<file path="src/design/mrs_pkg.sv">
package mrs_pkg;

  localparam int COORD_BITS = 32;
  localparam int INDEX_BITS = 24;
  localparam int COUNT_BITS = INDEX_BITS + 1;

  localparam logic [3:0] DIR_RIGHT = 4'b0001;
  localparam logic [3:0] DIR_LEFT  = 4'b0010;
  localparam logic [3:0] DIR_UP    = 4'b0100;
  localparam logic [3:0] DIR_DOWN  = 4'b1000;
  localparam logic [3:0] DIR_ALL   = 4'b1111;

  localparam logic [COUNT_BITS-1:0] COUNT_MAX = {1'b1, {INDEX_BITS{1'b0}}};

  // output queue, depth a power of two so the pointers wrap on their own
  localparam int QUEUE_DEPTH = 4;
  localparam int QPTR_BITS   = $clog2(QUEUE_DEPTH);
  localparam int QFILL_BITS  = QPTR_BITS + 1;

  // one emitted run
  typedef struct packed {
    logic [INDEX_BITS-1:0]        start;
    logic [COUNT_BITS-1:0]        count;
    logic [3:0]                   dir;
    logic signed [COORD_BITS-1:0] x_min;
    logic signed [COORD_BITS-1:0] x_max;
    logic signed [COORD_BITS-1:0] y_min;
    logic signed [COORD_BITS-1:0] y_max;
    logic                         last;
  } run_t;

  // no run open
  localparam run_t RUN_IDLE = '{dir: DIR_ALL, default: '0};

  // what the segmenter hands to the output queue in one cycle
  typedef struct packed {
    logic [1:0] num;
    run_t       first;
    run_t       second;
  } push_t;

endpackage

</file>
<file path="src/design/monotone_run_segmenter_unit.sv">
// Splits a point stream into runs monotone in at least one direction and emits
// one word per finished run (start, count, direction mask, bounding box). A
// point is taken every cycle while the four-word output queue has two free
// slots; a point yields zero, one or two words, so the sustained rate is one
// point per cycle unless the consumer stalls or points yield two words, in
// which case the single output port (one word per cycle) sets the pace. An
// emitted word appears on the output at the earliest the cycle after its point
// is taken, later when older words are still queued ahead of it.
module monotone_run_segmenter_unit import mrs_pkg::*; (
  input  logic                         clk_i,
  input  logic                         rst_ni,
  input  logic                         in_valid_i,
  output logic                         in_ready_o,
  input  logic signed [COORD_BITS-1:0] point_x_i,
  input  logic signed [COORD_BITS-1:0] point_y_i,
  input  logic [INDEX_BITS-1:0]        point_index_i,
  input  logic                         flush_after_i,
  output logic                         out_valid_o,
  input  logic                         out_ready_i,
  output logic [INDEX_BITS-1:0]        run_start_o,
  output logic [COUNT_BITS-1:0]        run_count_o,
  output logic [3:0]                   dir_mask_o,
  output logic signed [COORD_BITS-1:0] box_x_min_o,
  output logic signed [COORD_BITS-1:0] box_x_max_o,
  output logic signed [COORD_BITS-1:0] box_y_min_o,
  output logic signed [COORD_BITS-1:0] box_y_max_o,
  output logic                         last_of_run_o
);

  push_t push;
  run_t  head;
  logic  room;
  logic  take;

  assign in_ready_o = room;
  assign take       = in_valid_i && room;

  mrs_core u_core (
    .clk_i         (clk_i),
    .rst_ni        (rst_ni),
    .take_i        (take),
    .point_x_i     (point_x_i),
    .point_y_i     (point_y_i),
    .point_index_i (point_index_i),
    .flush_after_i (flush_after_i),
    .push_o        (push)
  );

  mrs_queue u_queue (
    .clk_i   (clk_i),
    .rst_ni  (rst_ni),
    .push_i  (push),
    .room_o  (room),
    .valid_o (out_valid_o),
    .ready_i (out_ready_i),
    .head_o  (head)
  );

  assign run_start_o   = head.start;
  assign run_count_o   = head.count;
  assign dir_mask_o    = head.dir;
  assign box_x_min_o   = head.x_min;
  assign box_x_max_o   = head.x_max;
  assign box_y_min_o   = head.y_min;
  assign box_y_max_o   = head.y_max;
  assign last_of_run_o = head.last;

endmodule

</file>
<file path="src/design/mrs_core.sv">
module mrs_core import mrs_pkg::*; (
  input  logic                         clk_i,
  input  logic                         rst_ni,
  input  logic                         take_i,
  input  logic signed [COORD_BITS-1:0] point_x_i,
  input  logic signed [COORD_BITS-1:0] point_y_i,
  input  logic [INDEX_BITS-1:0]        point_index_i,
  input  logic                         flush_after_i,
  output push_t                        push_o
);

  logic signed [COORD_BITS-1:0] prev_x_q, prev_y_q;
  logic [INDEX_BITS-1:0]        prev_index_q;
  run_t                         run_q, run_d;
  run_t                         base, grown, old_run;
  logic                         open, split;
  logic [3:0]                   holds, nd;

  assign open = (run_q.count != '0);

  always_comb begin
    holds = '0;
    if (point_x_i >= prev_x_q) holds = holds | DIR_RIGHT;
    if (point_x_i <= prev_x_q) holds = holds | DIR_LEFT;
    if (point_y_i >= prev_y_q) holds = holds | DIR_UP;
    if (point_y_i <= prev_y_q) holds = holds | DIR_DOWN;
  end

  assign nd    = run_q.dir & holds;
  assign split = open && (nd == 4'b0000);

  always_comb begin
    old_run      = run_q;
    old_run.last = ~flush_after_i;

    base = run_q;
    if (!open) begin
      base.start = point_index_i;
      base.count = COUNT_BITS'(1);
      base.dir   = DIR_ALL;
      base.x_min = point_x_i;
      base.x_max = point_x_i;
      base.y_min = point_y_i;
      base.y_max = point_y_i;
    end else if (split) begin
      // new run restarts from the previous point, which both runs share
      base.start = prev_index_q;
      base.count = COUNT_BITS'(1);
      base.dir   = holds;
      base.x_min = prev_x_q;
      base.x_max = prev_x_q;
      base.y_min = prev_y_q;
      base.y_max = prev_y_q;
    end else begin
      base.dir = nd;
    end
    base.last = 1'b1;

    grown = base;
    if (open) begin
      if (point_x_i < base.x_min) grown.x_min = point_x_i;
      if (point_x_i > base.x_max) grown.x_max = point_x_i;
      if (point_y_i < base.y_min) grown.y_min = point_y_i;
      if (point_y_i > base.y_max) grown.y_max = point_y_i;
      if (base.count < COUNT_MAX) grown.count = base.count + COUNT_BITS'(1);
    end

    run_d = grown;
    if (flush_after_i) begin
      run_d       = '0;
      run_d.dir   = DIR_ALL;
    end
  end

  always_comb begin
    push_o.num    = 2'(split) + 2'(flush_after_i);
    push_o.first  = split ? old_run : grown;
    push_o.second = grown;
    if (!take_i) push_o.num = 2'd0;
  end

  always_ff @(posedge clk_i or negedge rst_ni) begin
    if (!rst_ni) begin
      prev_x_q     <= '0;
      prev_y_q     <= '0;
      prev_index_q <= '0;
      run_q        <= RUN_IDLE;
    end else if (take_i) begin
      prev_x_q     <= point_x_i;
      prev_y_q     <= point_y_i;
      prev_index_q <= point_index_i;
      run_q        <= run_d;
    end
  end

endmodule

</file>
<file path="src/design/mrs_queue.sv">
module mrs_queue import mrs_pkg::*; (
  input  logic  clk_i,
  input  logic  rst_ni,
  input  push_t push_i,
  output logic  room_o,
  output logic  valid_o,
  input  logic  ready_i,
  output run_t  head_o
);

  run_t                  slot_q [QUEUE_DEPTH];
  logic [QPTR_BITS-1:0]  wr_q, rd_q;
  logic [QFILL_BITS-1:0] fill_q;
  logic                  pop;

  assign valid_o = (fill_q != '0);
  assign head_o  = slot_q[rd_q];
  assign pop     = valid_o && ready_i;
  // two free slots whatever happens this cycle
  assign room_o  = (fill_q <= QFILL_BITS'(QUEUE_DEPTH - 2));

  always_ff @(posedge clk_i) begin
    if (push_i.num != 2'd0) slot_q[wr_q] <= push_i.first;
    if (push_i.num == 2'd2) slot_q[wr_q + QPTR_BITS'(1)] <= push_i.second;
  end

  always_ff @(posedge clk_i or negedge rst_ni) begin
    if (!rst_ni) begin
      wr_q   <= '0;
      rd_q   <= '0;
      fill_q <= '0;
    end else begin
      wr_q   <= wr_q + QPTR_BITS'(push_i.num);
      rd_q   <= rd_q + QPTR_BITS'(pop);
      fill_q <= fill_q + QFILL_BITS'(push_i.num) - QFILL_BITS'(pop);
    end
  end

endmodule

</file>
<file path="config.mk">
export PLATFORM = sky130hd
export DESIGN_NAME = monotone_run_segmenter_unit
export DESIGN_NICKNAME = d
export VERILOG_FILES = /design/src/design/mrs_pkg.sv /design/src/design/monotone_run_segmenter_unit.sv /design/src/design/mrs_core.sv /design/src/design/mrs_queue.sv
export SDC_FILE = /design/constraint.sdc
export NUM_CORES = 2
export LEC_CHECK = 0
export ABC_CLOCK_PERIOD_IN_PS = 26400
export BUFFER_PORTS_ARGS = -buffer_cell sky130_fd_sc_hd__buf_2
export CORE_MARGIN = 4
export CORE_UTILIZATION = 40
export CTS_BUF_LIST = sky130_fd_sc_hd__clkbuf_8 sky130_fd_sc_hd__clkbuf_16
export DETAILED_ROUTE_END_ITERATION = 10
export SYNTH_ARGS = -nofsm -noshare
export SYNTH_HDL_FRONTEND = slang
export SYNTH_SLANG_ARGS = --single-unit
</file>
<file path="constraint.sdc">
create_clock -name clk_i -period 26.4 [get_ports clk_i]
set_input_delay 5.28 -clock clk_i [delete_from_list [all_inputs] [get_ports clk_i]]
set_output_delay 5.28 -clock clk_i [all_outputs]
set_load 0.01 [all_outputs]
</file>
==> summary by stage <==
Outcome
The run finished with clean final reports.

STA
The final critical-path share of the clock period is 54.9%. The max-slew violation count is 0. Hold timing on the final database bottoms out at a slack of between 0.4 and 0.5 ns. The shortest clock period the worst path allows after layout is 14.50 ns. Setup violations remaining at the end of the flow were counted as 0. Setup repair after global routing left no endpoint under its margin. The worst relative slew slack is approximately 7%. For the pin with the worst max-slew slack, the measured transition is around 1.4 ns. Based on the critical path, the design can be clocked at up to 0.0690 GHz. After routing, the total negative slack on setup checks comes to 0 ns. For the final database, setup skew stands at between 0.03 and 0.04 ns. The hold violation count in the final report is 0.

In the post-route analysis, the smallest setup slack over all paths is around 12 ns.

Place
Detailed placement ended at an HPWL of 114000 um. The congestion estimate from routability-driven global placement came to around 0.9. The count of placed standard cells including taps is approximately 7000.

The total cell area at the placement stage is just under 60000 um^2. The placement-stage worst setup slack is about 11 ns. The count of buffers inserted at the top-level ports is 276.

Synth
The async set-or-reset flop fraction in the synthesized netlist is a little over a quarter. The cell accounting for the most synthesized area is sky130_fd_sc_hd__edfxtp_1. Synthesis produced a netlist whose cell count is just over 5000. The most common cell in the synthesized netlist is sky130_fd_sc_hd__nand2_1. The share of the synthesized area in the top cell type is between 30% and 40%. Dividing the synthesized area by the synthesized cell count gives 10.8 um^2. The most instantiated flip-flop cell in the synthesis netlist is sky130_fd_sc_hd__edfxtp_1. The cell area after synthesis is 54900 um^2. The register area share after synthesis is roughly 52%.

By area the synthesized netlist is led by sky130_fd_sc_hd__edfxtp_1 40%, sky130_fd_sc_hd__dfrtp_1 12%, sky130_fd_sc_hd__mux4_2 7.5%. The number of different library cells in the post-synthesis netlist is between 70 and 80. In this run, synthesis inferred ~720 flip-flops with an integrated enable. The number of nets handed over by synthesis was approximately 5400. The count of yosys warnings during synthesis is 0.

The commonest cells after synthesis are 967 x sky130_fd_sc_hd__nand2_1, 729 x sky130_fd_sc_hd__o21ai_0, 724 x sky130_fd_sc_hd__edfxtp_1, 273 x sky130_fd_sc_hd__clkbuf_1, 272 x sky130_fd_sc_hd__dfrtp_1. In this run, synthesis produced a sequential element count of 1004.

Global routing
The aggregate global routing overflow is 0. The pin count of the biggest net entering global routing is around 140. The wire length of the first global-routing pass is approximately 280000 um. The number of antenna violations at the first check in global routing was 22. The combined global-route utilization of all metal layers is between 20% and 30%. The via count of the first global-routing pass is around 42000.

Floorplan
Once the floorplan was initialized, standard cells occupied between 40% and 50% of the core. The placeable core region is ~140000 um^2. The floorplan has roughly 140 rows.

The die covers approximately 140000 um^2. The die is between 300 and 400 um tall. The horizontal die dimension is roughly 380 um.

The boundary pin count is 277.

Critical path
The kind of cell with the highest combined delay along the critical path is simple AND/OR/NAND/NOR gates. STA classifies the critical path endpoint as a flop. Of all nets on the critical path, the largest fanout is 67. The critical path is of the in2reg type. The largest incremental delay on the critical path is approximately 0.9 ns.

The library cell contributing the largest single delay on the critical path is sky130_fd_sc_hd__nor4_2. The most used cell along the critical path is sky130_fd_sc_hd__nand2_1. The critical path contains buffers and inverters numbering 4 combined. For the worst setup path, the data required time is between 20 and 30 ns. STA classifies the critical path startpoint as an input port. At the worst endpoint, the arrival time is around 15 ns.

Clock tree
Once the clock tree was built, the setup fixing pass inserted 0 buffers. Gates resized during post-CTS repair numbered 0. Clock-pin slew was measured on the worst setup and hold paths at 0.06 ns. The number of buffers inserted by hold repair at cts is 0. The maximum clock insertion buffer count is 3. The clock net in this run drives a total of 1004 sinks. The number of H-tree levels is 3. The TritonCTS clock tree is done. In this run the clock root is driven by a sky130_fd_sc_hd__clkbuf_16.

The worst-skew pair later-pin latency is 0.74 ns. The total CTS buffers is around 110.

Power and ir drop
Power spread over the standard cell area amounts to ~120 nW/um^2. The worst IR drop on VDD is between 0.08 and 0.09 mV. The standby leakage power is between 20 and 25 nW.

Detailed routing
The first detailed-routing pass ran for 6 iterations. The antenna violation net count after detailed routing is 0. In the routed design, unresolved DRC markers number 0. The routed wire length is between 150000 and 200000 um. After detailed routing, the average wire length per cell comes to approximately 27 um.

After detailed routing, the number of vias per cell comes to between 6 and 7. The number of vias in the routed layout is 43341. In this run, the number of DRC markers left after iteration 0 of detailed routing was roughly 4800.

Finish
The flip-flop and latch area is about 29000 um^2. The layout cell share with drive strength beyond 1 is between 10% and 20%. The number of nets in the layout is 5455.

The post-route non-filler standard cell count is 7051. The filler cell count in the final layout is about 13000. The area growth from synthesis to layout is 11.7%. The final design area excluding fillers is between 60000 and 70000 um^2. The total area of multi-input combinational cells is between 20000 and 25000 um^2.

Flow run
The number of max-cap violations is 0.

Hold path
The type of the most critical hold path is reg2reg.
## power breakdown
group	switching [W]	internal, W
clock network	0.000657	0.000870
logic	0.00225	0.00122
registers	0.000264	0.00197
total	0.00317	0.00405
## per-stage QoR
step	utilization, %	total power (W)
2_1_floorplan	-	0.00450
3_3_place_gp	42.5	0.00565
3_5_place_dp	42.5	0.00570
4_1_cts	45.1	0.00723
5_1_grt	45.2	0.00764
6_report	45.2	0.00722
## cell usage in the layout (no fill, tap or decap), drive strengths merged, types with 13 or more instances in the layout
cell type  count
a22o          70
clkbuf       116
o21ai        755
nand4         47
a22oi         13
inv          127
mux2i        157
mux4         182
nor2         222
a21oi        226
nor4b         27
nor3          54
o41ai         13
a221oi        24
a21o          88
dfrtp        272
buf          353
nand3         68
nor2b         17
edfxtp       724
o21bai        30
nand2b        23
ha           197
clkinv        34
a211oi        32
and2          31
a31o          61
nor4          13
or3           13
o22ai        143
nand2        967
o41a          13
## area by class of cell
class                   instances  area share, %
clock inverters                89           1.12
diodes                         11         0.0449
repair buffers                353           3.27
multi-input cells            3611           39.8
clock buffers                 116           4.64
well taps                    1781           3.63
inverters                      86          0.579
flip-flops and latches       1004           46.9
## final timing paths
| kind | from | endpoint | slack (ns) | cells after the start |
|---|---|---|---|---|
| min in group asynchronous | rst_ni | u_core.old_run[117] | 4.48 | 1 |
| worst min register to register | u_queue.slot_q[1][0] | u_queue.slot_q[1][0] | 0.47 | 1 |
| worst max register to register | u_core.old_run[146] | u_queue.slot_q[0][58] | 15.45 | 24 |
| max in group asynchronous | rst_ni | u_core.old_run[16] | 19.75 | 3 |
| worst max-delay path | point_x_i[31] | u_queue.slot_q[0][71] | 11.90 | 26 |
| worst min-delay path | u_queue.slot_q[1][0] | u_queue.slot_q[1][0] | 0.47 | 1 |
## worst reg2reg max path, delay by kind of cell, from the launching register on
kind	cells	cell delay [ns]
flops	1	0.50
simple gates	7	4.06
buf+inv	3	2.01
compound gates	13	3.78
fa+ha+maj	1	0.30
## kinds of logic after synthesis
logic type | count (synthesis) | share of synthesized area (%)
compound gates | 1538 | 17.1
simple gates | 1516 | 11.8
flops | 1004 | 52.4
buf+inv | 480 | 3.47
mux | 341 | 10.4
fa+ha+maj | 198 | 4.53
xor+xnor | 18 | 0.287
## registers in the layout, summed over array words and instances (netlist names)
register,count
u_core.prev_index_q,24
u_core.old_run,181
u_queue.fill_q,3
u_queue.wr_q,2
u_core.prev_y_q,32
u_core.prev_x_q,32
u_queue.rd_q,2
u_queue.slot_q,728
## per-layer routing
metal  wire, um  up-vias  track usage, %
met5         47        -               0
met4       7000        8            10.2
met3      16500      349            4.37
met2      86900     2173            41.0
met1      76700    21535            34.9
li1           -    19276               -
Note: power is estimated with default switching activity, not from simulation.
